**config.mk**
```make
export PLATFORM = sky130hd
export DESIGN_NAME = stop_and_wait_receiver_flat
export DESIGN_NICKNAME = d
export VERILOG_FILES = /design/src/hdl/swr_pkg.sv /design/src/hdl/swr_if.sv /design/src/hdl/swr_hdr_parse.sv /design/src/hdl/stop_and_wait_receiver.sv /design/src/flat_wrapper.sv
export SDC_FILE = /design/constraint.sdc
export NUM_CORES = 1
export LEC_CHECK = 0
export ABC_AREA = 1
export BUFFER_PORTS_ARGS = -buffer_cell sky130_fd_sc_hd__buf_2
export CAP_MARGIN = 20
export CELL_PAD_IN_SITES_DETAIL_PLACEMENT = 1
export CELL_PAD_IN_SITES_GLOBAL_PLACEMENT = 2
export CORE_ASPECT_RATIO = 0.9
export CORE_MARGIN = 4
export CORE_UTILIZATION = 25
export CTS_CLUSTER_SIZE = 25
export DETAILED_ROUTE_END_ITERATION = 6
export PLACE_DENSITY_LB_ADDON = 0.12
export SLEW_MARGIN = 20
export SYNTH_ARGS = -nofsm -noshare
export SYNTH_HDL_FRONTEND = slang
export SYNTH_HIERARCHICAL = 1
export SYNTH_SLANG_ARGS = --single-unit
```
**constraint.sdc**
```tcl
create_clock -name clk -period 11.45 [get_ports clk]
set_input_delay 2.29 -clock clk [delete_from_list [all_inputs] [get_ports clk]]
set_output_delay 2.29 -clock clk [all_outputs]
set_load 0.02 [all_outputs]
```
**src/hdl/swr_pkg.sv**
```systemverilog
// ----------------------------------------------------------------------------
// swr_pkg: shared types and constants of the stop-and-wait receiver
// Header layout constants, event codes and the parsed-header struct.
// ----------------------------------------------------------------------------
`default_nettype none

package swr_pkg;

	localparam int unsigned HEADER_WORDS  = 14;
	localparam int unsigned SEGMENT_BYTES = 14820;

	// word positions inside the header
	localparam logic [3:0] W_FLAGS    = 4'd1;
	localparam logic [3:0] W_SEQ      = 4'd8;
	localparam logic [3:0] W_SIZE_HI  = 4'd10;
	localparam logic [3:0] W_SIZE_LO  = 4'd11;
	localparam logic [3:0] W_INDEX    = 4'd12;
	localparam logic [3:0] W_CHECKSUM = 4'(HEADER_WORDS - 1);
	localparam logic [3:0] W_DONE     = 4'(HEADER_WORDS);

	localparam logic [7:0] FIN_BYTE     = 8'h01;
	localparam logic [7:0] TYPE_NAME    = 8'h10;
	localparam logic [7:0] TYPE_CONTENT = 8'h00;
	localparam logic [7:0] TYPE_FINAL   = 8'h01;

	localparam logic [15:0] SUM_GOOD = 16'hFFFF;

	// event codes
	localparam logic [3:0] EV_CONNECT_OK  = 4'd0;
	localparam logic [3:0] EV_CONNECT_BAD = 4'd1;
	localparam logic [3:0] EV_NAME        = 4'd2;
	localparam logic [3:0] EV_CONTENT     = 4'd3;
	localparam logic [3:0] EV_FINAL       = 4'd4;
	localparam logic [3:0] EV_OTHER       = 4'd5;
	localparam logic [3:0] EV_DUPLICATE   = 4'd6;
	localparam logic [3:0] EV_GAP         = 4'd7;
	localparam logic [3:0] EV_BAD         = 4'd8;
	localparam logic [3:0] EV_CLOSE       = 4'd9;
	localparam logic [3:0] EV_CLOSE_REJ   = 4'd10;

	// configuration register indexes
	localparam logic [1:0] REG_SERVER_ADDR = 2'd0;
	localparam logic [1:0] REG_CLIENT_ADDR = 2'd1;
	localparam logic [1:0] REG_SERVER_PORT = 2'd2;
	localparam logic [1:0] REG_CLIENT_PORT = 2'd3;

	// parsed header, valid for one cycle on the checksum word
	typedef struct packed {
		logic        last;
		logic        ok;
		logic        fin;
		logic [7:0]  type_byte;
		logic [15:0] seq;
		logic [15:0] index;
		logic [31:0] size;
	} swr_hdr_t;

	// ones-complement checksum of the reply header's first 13 words
	function automatic logic [15:0] reply_checksum(
		input logic        ack,
		input logic [15:0] num,
		input logic [31:0] srv_addr,
		input logic [31:0] cli_addr,
		input logic [15:0] srv_port,
		input logic [15:0] cli_port
	);
		logic [18:0] raw;
		logic [16:0] fold1;
		logic [15:0] fold2;
		raw = {10'd0, ack, 8'd0} + {3'd0, srv_addr[31:16]} + {3'd0, srv_addr[15:0]}
			+ {3'd0, cli_addr[31:16]} + {3'd0, cli_addr[15:0]}
			+ {3'd0, srv_port} + {3'd0, cli_port} + {3'd0, num};
		fold1 = {1'b0, raw[15:0]} + {14'd0, raw[18:16]};
		fold2 = fold1[15:0] + {15'd0, fold1[16]};
		return ~fold2;
	endfunction

endpackage

`default_nettype wire

```
**src/hdl/swr_if.sv**
```systemverilog
// ----------------------------------------------------------------------------
// swr_if: valid/ready channels of the stop-and-wait receiver
// Header word channel in, reply channel out.
// ----------------------------------------------------------------------------
`default_nettype none

interface swr_header_if;
	logic        valid;
	logic        ready;
	logic [15:0] header_word;
	logic        first_word;

	modport source (output valid, header_word, first_word, input ready);
	modport sink   (input valid, header_word, first_word, output ready);
endinterface

interface swr_reply_if;
	logic        valid;
	logic        ready;
	logic        reply_ack;
	logic [15:0] reply_ack_number;
	logic [15:0] reply_checksum;
	logic [3:0]  event_code;
	logic [15:0] payload_index;
	logic [31:0] payload_length;
	logic        send_twice;

	modport source (output valid, reply_ack, reply_ack_number, reply_checksum, event_code,
		payload_index, payload_length, send_twice, input ready);
	modport sink   (input valid, reply_ack, reply_ack_number, reply_checksum, event_code,
		payload_index, payload_length, send_twice, output ready);
endinterface

`default_nettype wire

```
**src/hdl/swr_hdr_parse.sv**
```systemverilog
// ----------------------------------------------------------------------------
// swr_hdr_parse: header word counter, running sum and field capture
// Flags the checksum word of each header together with the captured fields.
// ----------------------------------------------------------------------------
`default_nettype none

module swr_hdr_parse import swr_pkg::*; (
	input  wire logic        clk,
	input  wire logic        arst_n,
	input  wire logic        accept,
	input  wire logic [15:0] header_word,
	input  wire logic        first_word,
	output swr_hdr_t         hdr
);

	logic [3:0]  count_q;
	logic [15:0] sum_q;
	logic        fin_q;
	logic [7:0]  type_q;
	logic [15:0] seq_q;
	logic [15:0] index_q;
	logic [15:0] size_hi_q;
	logic [15:0] size_lo_q;

	logic [3:0]  pos;
	logic [15:0] sum_base;
	logic [16:0] sum_raw;
	logic [15:0] sum_next;
	logic [16:0] check_raw;

	assign pos      = first_word ? 4'd0 : count_q;
	assign sum_base = first_word ? 16'd0 : sum_q;
	assign sum_raw  = {1'b0, sum_base} + {1'b0, header_word};
	// end-around carry
	assign sum_next = sum_raw[15:0] + {15'd0, sum_raw[16]};
	assign check_raw = {1'b0, header_word} + {1'b0, sum_q};

	always_comb begin
		hdr.last      = accept && (pos == W_CHECKSUM);
		hdr.ok        = (check_raw == {1'b0, SUM_GOOD});
		hdr.fin       = fin_q;
		hdr.type_byte = type_q;
		hdr.seq       = seq_q;
		hdr.index     = index_q;
		hdr.size      = {size_hi_q, size_lo_q};
	end

	always_ff @(posedge clk or negedge arst_n) begin
		if (!arst_n) begin
			count_q   <= 4'd0;
			sum_q     <= 16'd0;
			fin_q     <= 1'b0;
			type_q    <= 8'd0;
			seq_q     <= 16'd0;
			index_q   <= 16'd0;
			size_hi_q <= 16'd0;
			size_lo_q <= 16'd0;
		end else if (accept) begin
			if (pos < W_CHECKSUM) begin
				sum_q   <= sum_next;
				count_q <= pos + 4'd1;
				case (pos)
					W_FLAGS: begin
						fin_q  <= (header_word[15:8] == FIN_BYTE);
						type_q <= header_word[7:0];
					end
					W_SEQ:     seq_q     <= header_word;
					W_SIZE_HI: size_hi_q <= header_word;
					W_SIZE_LO: size_lo_q <= header_word;
					W_INDEX:   index_q   <= header_word;
					default:   ;
				endcase
			end else if (pos == W_CHECKSUM) begin
				count_q <= W_DONE;
			end else if (first_word) begin
				// unreachable: a first word always lands at position zero
				count_q <= 4'd0;
			end
		end
	end

endmodule

`default_nettype wire

```
**src/hdl/stop_and_wait_receiver.sv**
```systemverilog
// ----------------------------------------------------------------------------
// stop_and_wait_receiver: stop-and-wait ARQ receiver, header path
// Parses 14-word headers, checks the checksum, runs the connect, data and
// teardown phases and builds at most one reply per completed header.
// ----------------------------------------------------------------------------
//  channel | dir | handshake            | payload
//  header  | in  | valid/ready          | header_word, first_word
//  reply   | out | valid/ready          | ack, ack number, checksum, event, ...
//  apb     | in  | psel/penable/pready  | paddr[3:0], pwdata/prdata 32 bits
//
//  One header word is taken per cycle; the reply for a header is registered
//  on the edge that takes its checksum word and shows on the next cycle.
//  The single reply register sets the rate: a word is taken while the reply
//  register is empty or being drained in the same cycle.
//  Reset puts the block in the connect phase with the word count at zero.
// ----------------------------------------------------------------------------
`default_nettype none

module stop_and_wait_receiver import swr_pkg::*; (
	input  wire logic        clk,
	input  wire logic        arst_n,
	swr_header_if.sink       header,
	swr_reply_if.source      reply,
	input  wire logic        psel,
	input  wire logic        penable,
	input  wire logic        pwrite,
	input  wire logic [3:0]  paddr,
	input  wire logic [31:0] pwdata,
	output logic      [31:0] prdata,
	output logic             pready
);

	localparam logic [1:0] PH_CONNECT  = 2'd0;
	localparam logic [1:0] PH_DATA     = 2'd1;
	localparam logic [1:0] PH_TEARDOWN = 2'd2;
	localparam logic [1:0] PH_DONE     = 2'd3;

	logic [31:0] srv_addr_q;
	logic [31:0] cli_addr_q;
	logic [15:0] srv_port_q;
	logic [15:0] cli_port_q;

	logic [1:0]  phase_q;
	logic [15:0] last_seq_q;
	logic        prev_ack_q;
	logic [15:0] prev_num_q;

	logic        out_valid_q;
	logic        out_ack_q;
	logic [15:0] out_num_q;
	logic [15:0] out_sum_q;
	logic [3:0]  out_ev_q;
	logic [15:0] out_idx_q;
	logic [31:0] out_len_q;
	logic        out_twice_q;

	logic        accept;
	swr_hdr_t    hdr;

	logic        emit;
	logic        e_ack;
	logic [15:0] e_num;
	logic [3:0]  e_ev;
	logic [15:0] e_idx;
	logic [31:0] e_len;
	logic        e_twice;
	logic [1:0]  phase_next;
	logic        take_seq;
	logic [16:0] seq_expect;

	// configuration port
	logic       cfg_we;
	logic [1:0] cfg_idx;

	assign pready  = 1'b1;
	assign cfg_we  = psel && penable && pwrite;
	assign cfg_idx = paddr[3:2];

	always_comb begin
		case (cfg_idx)
			REG_SERVER_ADDR: prdata = srv_addr_q;
			REG_CLIENT_ADDR: prdata = cli_addr_q;
			REG_SERVER_PORT: prdata = {16'd0, srv_port_q};
			REG_CLIENT_PORT: prdata = {16'd0, cli_port_q};
			default:         prdata = 32'd0;
		endcase
	end

	always_ff @(posedge clk or negedge arst_n) begin
		if (!arst_n) begin
			srv_addr_q <= 32'h7F00_0001;
			cli_addr_q <= 32'h7F00_0001;
			srv_port_q <= 16'd4000;
			cli_port_q <= 16'd5678;
		end else if (cfg_we) begin
			case (cfg_idx)
				REG_SERVER_ADDR: srv_addr_q <= pwdata;
				REG_CLIENT_ADDR: cli_addr_q <= pwdata;
				REG_SERVER_PORT: srv_port_q <= pwdata[15:0];
				REG_CLIENT_PORT: cli_port_q <= pwdata[15:0];
				default:         ;
			endcase
		end
	end

	// take a word while the reply register is free or draining
	assign header.ready = !out_valid_q || reply.ready;
	assign accept       = header.valid && header.ready;

	swr_hdr_parse u_parse (
		.clk         (clk),
		.arst_n      (arst_n),
		.accept      (accept),
		.header_word (header.header_word),
		.first_word  (header.first_word),
		.hdr         (hdr)
	);

	// in order means exactly one above, no wrap
	assign seq_expect = {1'b0, last_seq_q} + 17'd1;

	always_comb begin
		emit       = 1'b0;
		e_ack      = 1'b0;
		e_num      = hdr.seq;
		e_ev       = EV_OTHER;
		e_idx      = 16'd0;
		e_len      = 32'd0;
		e_twice    = 1'b0;
		phase_next = phase_q;
		take_seq   = 1'b0;
		case (phase_q)
			PH_CONNECT: begin
				emit = 1'b1;
				if (hdr.ok) begin
					e_ack      = 1'b1;
					e_ev       = EV_CONNECT_OK;
					phase_next = PH_DATA;
					take_seq   = 1'b1;
				end else begin
					e_ev = EV_CONNECT_BAD;
				end
			end
			PH_DATA: begin
				if (hdr.fin) begin
					phase_next = PH_TEARDOWN;
				end else if (!hdr.ok) begin
					emit  = 1'b1;
					e_num = prev_num_q;
					e_ev  = EV_BAD;
				end else if ({1'b0, hdr.seq} == seq_expect) begin
					emit     = 1'b1;
					e_ack    = 1'b1;
					take_seq = 1'b1;
					case (hdr.type_byte)
						TYPE_NAME: begin
							e_ev  = EV_NAME;
							e_len = hdr.size;
						end
						TYPE_CONTENT: begin
							e_ev  = EV_CONTENT;
							e_idx = hdr.index;
							e_len = 32'(SEGMENT_BYTES);
						end
						TYPE_FINAL: begin
							e_ev  = EV_FINAL;
							e_idx = hdr.index;
							e_len = hdr.size;
						end
						default: e_ev = EV_OTHER;
					endcase
				end else if (hdr.seq <= last_seq_q) begin
					emit  = 1'b1;
					e_ack = 1'b1;
					e_ev  = EV_DUPLICATE;
				end else begin
					// gap: repeat the previous reply
					emit  = 1'b1;
					e_ack = prev_ack_q;
					e_num = prev_num_q;
					e_ev  = EV_GAP;
				end
			end
			PH_TEARDOWN: begin
				emit = 1'b1;
				if (hdr.fin && hdr.ok) begin
					e_ack      = 1'b1;
					e_ev       = EV_CLOSE;
					e_twice    = 1'b1;
					phase_next = PH_DONE;
				end else begin
					e_ev = EV_CLOSE_REJ;
				end
			end
			default: ;
		endcase
	end

	always_ff @(posedge clk or negedge arst_n) begin
		if (!arst_n) begin
			phase_q    <= PH_CONNECT;
			last_seq_q <= 16'd0;
			prev_ack_q <= 1'b0;
			prev_num_q <= 16'd0;
		end else if (hdr.last) begin
			phase_q <= phase_next;
			if (take_seq) begin
				last_seq_q <= hdr.seq;
			end
			if (emit) begin
				prev_ack_q <= e_ack;
				prev_num_q <= e_num;
			end
		end
	end

	always_ff @(posedge clk or negedge arst_n) begin
		if (!arst_n) begin
			out_valid_q <= 1'b0;
		end else if (hdr.last && emit) begin
			out_valid_q <= 1'b1;
		end else if (reply.ready) begin
			out_valid_q <= 1'b0;
		end
	end

	// hold the payload until the next reply is loaded
	always_ff @(posedge clk) begin
		if (hdr.last && emit) begin
			out_ack_q   <= e_ack;
			out_num_q   <= e_num;
			out_sum_q   <= reply_checksum(e_ack, e_num, srv_addr_q, cli_addr_q,
				srv_port_q, cli_port_q);
			out_ev_q    <= e_ev;
			out_idx_q   <= e_idx;
			out_len_q   <= e_len;
			out_twice_q <= e_twice;
		end
	end

	assign reply.valid            = out_valid_q;
	assign reply.reply_ack        = out_ack_q;
	assign reply.reply_ack_number = out_num_q;
	assign reply.reply_checksum   = out_sum_q;
	assign reply.event_code       = out_ev_q;
	assign reply.payload_index    = out_idx_q;
	assign reply.payload_length   = out_len_q;
	assign reply.send_twice       = out_twice_q;

endmodule

`default_nettype wire
```
**src/flat_wrapper.sv**
```systemverilog
// flat-port wrapper written by rule: the top's interface ports become plain ports
module stop_and_wait_receiver_flat import swr_pkg::*;
  (clk, arst_n, psel, penable, pwrite, paddr, pwdata, prdata, pready, header_valid, header_header_word, header_first_word, header_ready, reply_valid, reply_reply_ack, reply_reply_ack_number, reply_reply_checksum, reply_event_code, reply_payload_index, reply_payload_length, reply_send_twice, reply_ready);
  swr_header_if header_i ();
  swr_reply_if reply_i ();
  input  wire logic clk;
  input  wire logic arst_n;
  input  wire logic psel;
  input  wire logic penable;
  input  wire logic pwrite;
  input  wire logic [3:0] paddr;
  input  wire logic [31:0] pwdata;
  output logic      [31:0] prdata;
  output logic pready;
  input wire logic [$bits(header_i.valid)-1:0] header_valid;
  input wire logic [$bits(header_i.header_word)-1:0] header_header_word;
  input wire logic [$bits(header_i.first_word)-1:0] header_first_word;
  output wire logic [$bits(header_i.ready)-1:0] header_ready;
  output wire logic [$bits(reply_i.valid)-1:0] reply_valid;
  output wire logic [$bits(reply_i.reply_ack)-1:0] reply_reply_ack;
  output wire logic [$bits(reply_i.reply_ack_number)-1:0] reply_reply_ack_number;
  output wire logic [$bits(reply_i.reply_checksum)-1:0] reply_reply_checksum;
  output wire logic [$bits(reply_i.event_code)-1:0] reply_event_code;
  output wire logic [$bits(reply_i.payload_index)-1:0] reply_payload_index;
  output wire logic [$bits(reply_i.payload_length)-1:0] reply_payload_length;
  output wire logic [$bits(reply_i.send_twice)-1:0] reply_send_twice;
  input wire logic [$bits(reply_i.ready)-1:0] reply_ready;
  assign header_i.valid = header_valid;
  assign header_i.header_word = header_header_word;
  assign header_i.first_word = header_first_word;
  assign header_ready = header_i.ready;
  assign reply_valid = reply_i.valid;
  assign reply_reply_ack = reply_i.reply_ack;
  assign reply_reply_ack_number = reply_i.reply_ack_number;
  assign reply_reply_checksum = reply_i.reply_checksum;
  assign reply_event_code = reply_i.event_code;
  assign reply_payload_index = reply_i.payload_index;
  assign reply_payload_length = reply_i.payload_length;
  assign reply_send_twice = reply_i.send_twice;
  assign reply_i.ready = reply_ready;
  stop_and_wait_receiver u_core (.clk(clk), .arst_n(arst_n), .header(header_i), .reply(reply_i), .psel(psel), .penable(penable), .pwrite(pwrite), .paddr(paddr), .pwdata(pwdata), .prdata(prdata), .pready(pready));
endmodule
```
* Yosys cells after proc, flatten, opt, wreduce, memory -nomap -nowiden *
Cells that the tools add are included.

word-level totals
  output and inout port bits = 121
  register bits after elaboration = 311
  input bits = 60

operators by class
  equality and inequality tests = 19
  bitwise operators = 5
  reduce and logical (&&, ||, !) cells = 31
  multiplexer cells = 38
  add/subtract/negate cells = 14
  $lt $le $gt $ge = 2

operators with widths
  kind                     count
  $pmux W32 S4             1
  $add A19 B16 Y19         6
  $mux W16                 6
  $pmux W32 S2             1
  $add A16 B16 Y17         2
  $add A16 B1 Y16          2
  $mux W4                  6
  $eq A4 B4 Y1 const B     5
  $add A16 B1 Y17 const B  1
  $add A16 B3 Y17          1
  $add A9 B16 Y17          1
  $eq A16 B17 Y1           1
  $eq A17 B16 Y1 const B   1
  $eq A8 B1 Y1 const B     2
  $le A16 B16 Y1           1
  $not A16 Y16             1
  $reduce_and A3 Y1        5
  $mux W1                  14
  $reduce_and A2 Y1        7
  $pmux W4 S3              1
  $pmux W3 S3              1
  $eq A8 B5 Y1 const B     1
  $logic_not A8 Y1         1
  $mux W2                  4
  other kinds (21)         37

* Longest topological paths before layout *
  depth in word-level cells = 16
  depth in mapped cells = 63

* Hierarchy *
The synthesis kept the hierarchy.

modules (own cells, without submodules)
  module                  seq. area each (µm²)  times used  area an instance (µm²)  cells each
  stop_and_wait_receiver  5,921.9               1           14,138.6                1,647
  swr_hdr_parse           2,327.2               1           5,910.7                 789

* Worst setup path after synthesis *
OpenSTA, ideal clock, no wires.

  path kind = input port to flip-flop
  from = input port header_header_word[0]
  to = register u_core.out_sum_q[14], in the netlist u_core/reply.reply_checksum[14], data pin
  library setup time = 258 ps
  path buffers = 0
  setup slack = 715 ps
  stages on the path = 56
  data arrival time = 10,477 ps
  cells stage by stage = ha_1 > inv_1 > fa_1 > inv_1 > nand3_1 > nand2_1 > nand3_1 > nand2_1 > nand3_1 > nand2_1 > nor2_1 > nor3_1 > nand4_1 > nor2_1 > inv_1 > nor2_1 > inv_1 > a21oi_1 > [... 20 more ...] > nor2_2 > nand3_1 > nor2_2 > nand3_1 > nor3_1 > nand3_1 > nor3_1 > ha_1 > nand2_1 > nor2_1 > nand3_1 > nor2_1 > nand3_1 > nor2_1 > nand2_1 > nor2_2 > nand2_1 > xor2_1

RTL lines
  element                 RTL line                       RTL
  start: declaration      flat_wrapper.sv:16             input wire logic [$bits(header_i.header_word)-1:0] header_header_word;
  end signal: assignment  stop_and_wait_receiver.sv:232  out_sum_q <= reply_checksum(e_ack, e_num, srv_addr_q, cli_addr_q,
  end: declaration        stop_and_wait_receiver.sv:51   logic [15:0] out_sum_q;

==> out/metrics.yaml <==
status: "finished clean"
synth-seq-cells: 311
finalHoldViolCount: 0
drcViolationCount: 0
setup_slack_ps: 704.2
fin_util_pct: 31.13
grt_max_degree: 136
netlist_area_mm2: 0.02005
synth_ff_type: "dfrtp_1"
place_area_mm2: 0.02321
clockBufferDepth: 3
drt_first_iter_violations: 773
design_area_mm2: 0.02473
grt_pass1_wl_um: 108900
yosys-top-cells-area: "dfrtp_1 24%, nand2_1 13%, edfxtp_1 13%, fa_1 8.3%, inv_1 6.3%"
yosys_warnings: 6
cts_buffers: 42
cts.reportedPaths.clkPinSlew_ps: 60
slew_viol_final: 0
wl_per_cell_um: 17.97
dpl.cell_count: 3760
drt-total-wl_um: 69030
crit_slowest_cell: "fa_1"
post-place-ws_ps: -721.5
initial_core_util_pct: 25.23
yosysMostFrequentCell: "nand2_1"
finClkSkew_ps: 43.09
yosysUniqueCellTypes: 53
grt_pass1_vias: 18360
die_width_um: 306.5
rr_worst_depth: 54
r2r-start: "u_core/u_parse/sum_q[0]$_DFFE_PN0P_"
setup.worst_path.class: "in2reg"
cts.sinks: 311
tightest_slew_ps: 875.7
antenna_found_initial: 1
htree_levels: 2
cp.arrival_ps: 11080
slowest_delay_ps: 600
viasPerCell: 4.413
track_usage_pct: 16.22
synthCells: 2436
syn_nets: 2678
synth-seq-area-share_pct: 41.14
clk_latency_ps: 590
period_share_pct: 93.85
slew_headroom_pct: 41.62
ant_nets: 0
crit_start: "header_header_word[0]"
port_buffers: 177
avgSynthCellArea_um2: 8.230
nNetsFinal: 3000
ioPinCount: 181
cp-end-kind: "flop"
yosysTopAreaCell: "dfrtp_1"
crit_path_max_fanout: 11
drive_gt1_share_pct: 20.74
hold_path_startpoint: "u_core/u_parse/size_lo_q[3]$_DFFE_PN0P_"
cts_tree: "built"
timing.fmax_ghz: 0.09306
n_fill_cell: 9536
num_antenna_cells: 0
crit_family: "simple AND/OR/NAND/NOR gates"
vias: 16960
reg2reg_to: "u_core/reply.reply_checksum[14]$_DFFE_PP_"
place_congestion: 0.8149
clockRootBuffer: "clkbuf_16"
stdcell_count: 3842
ys_top_cells_by_count: "699 x nand2_1, 334 x inv_1, 210 x o21ai_0"
cp-endpoint: "u_core/reply.reply_checksum[14]$_DFFE_PP_"
dpl.hpwl_um: 53380
fp.dieH_um: 276.7
synth_top_area_share_pct: 24.46
design.die.area_mm2: 0.08480
async_flop_share_pct: 72.35
drv_cap: 0
cp.required_ps: 11780
r2r_slack_ps: 2140
synth-edff-count: 86
core-area_mm2: 0.07946
startpoint_type: "primary input"
crit_buf_inv: 8
finalSetupViolCount: 0
firstDrtPassIters: 4
area_growth_pct: 23.35
grt_overflow: 0
cp.depth: 55
fp-row-count: 98
layout_min_cycle_time_ps: 10750
hp-class: "reg2reg"
[repair_timing]
| action | in CTS | in global routing |
|---|---|---|
| endpoints found under the setup margin | 4 | 11 |
| hold buffers | 0 | 0 |
| pin swaps | 0 | 23 |
| setup buffers | 0 | 3 |
| endpoints found under the hold margin | 0 | 0 |
| gates resized for setup | 2 | 38 |
[stage by stage]
stage	hold WS (ps)	setup TNS, ps
after floorplan	450.7	0
after global placement	464.7	-3871
after detailed placement	476.3	-4230
after CTS	490.8	0
after global routing	501.6	-78.24
final	485.6	0
[cell usage in the layout (no fill, tap or decap), types with 5 or more instances in the layout]
cell type,count
nor2_4,16
xnor2_1,12
o21bai_1,5
nand4_1,48
clkinv_2,5
nand3b_1,8
clkinv_1,10
fa_1,82
inv_2,13
buf_2,176
edfxtp_1,86
dfstp_2,29
nor2_2,14
o21ai_2,16
xor2_1,33
buf_4,164
a22o_1,15
nand2_1,691
clkbuf_16,42
nand2_2,42
clkbuf_1,13
a21oi_2,9
o21ai_1,13
nor2_1,180
a21oi_1,65
ha_1,97
dfrtp_1,196
nor3_2,6
inv_1,332
nand3_2,11
nor3_1,11
nand3_1,86
o21ai_0,209
[cells by family (layout without fill, tap and decap cells)]
| logic type | after synthesis | in the layout | share of synthesized area [%] |
|---|---|---|---|
| AND/OR/NAND/NOR | 1131 | 1131 | 24.25 |
| buffers and inverters | 414 | 770 | 8.256 |
| AO/OA/AOI/OAI | 351 | 351 | 9.817 |
| flip-flops | 311 | 311 | 41.14 |
| adder cells (fa/ha/maj) | 182 | 182 | 14.47 |
| XOR/XNOR | 46 | 46 | 2.047 |
| other | 1 | 1 | 0.01870 |
[layer usage]
metal	part of all wire, %	global-route usage [%]	wire [um]	vias to the layer above
met5	0	0	0	-
met4	1.8	3.293	1256	0
met3	2.9	2.019	2002	65
met2	44	25.50	30480	194
met1	51	23.94	35290	8288
li1	-	-	-	8408
[area by class of cell]
| class | count | area [um2] | area share, % |
|---|---|---|---|
| Clock buffer | 59 | 1155 | 4.670 |
| Clock inverter | 19 | 178.9 | 0.7235 |
| Inverter | 347 | 1303 | 5.267 |
| Multi-Input combinational cell | 1711 | 10330 | 41.78 |
| Sequential cell | 311 | 8249 | 33.36 |
| Tap cell | 1050 | 1314 | 5.312 |
| Timing Repair Buffer | 345 | 2198 | 8.889 |
[worst register-to-register path, delay by kind of cell (launching register included)]
family,cells,cell delay [ps]
AOI/OAI and AO/OA,4,590
DFF,1,380
adders and majority gates,9,3170
and+or+nand+nor,32,3820
xor gates and xnor gates,2,320
buffers and inverters,7,780
[how the worst min path moves through the flow]
| stage | endpoint | depth (start not counted) | slack (ps) |
|---|---|---|---|
| 6_report | u_core/u_parse/size_lo_q[3]$_DFFE_PN0P_ | 2 | 490 |
| 3_5_place_dp | u_core/u_parse/size_lo_q[14]$_DFFE_PN0P_ | 2 | 480 |
| 2_1_floorplan | u_core/u_parse/type_q[2]$_DFFE_PN0P_ | 2 | 450 |
| 5_1_grt | u_core/u_parse/index_q[10]$_DFFE_PN0P_ | 2 | 500 |
| 4_1_cts | u_core/u_parse/size_lo_q[14]$_DFFE_PN0P_ | 2 | 490 |
| 3_3_place_gp | u_core/u_parse/type_q[2]$_DFFE_PN0P_ | 2 | 460 |
Power is not shown: default switching activity piles up to over one toggle a cycle in this logic, so the estimate is an artifact.
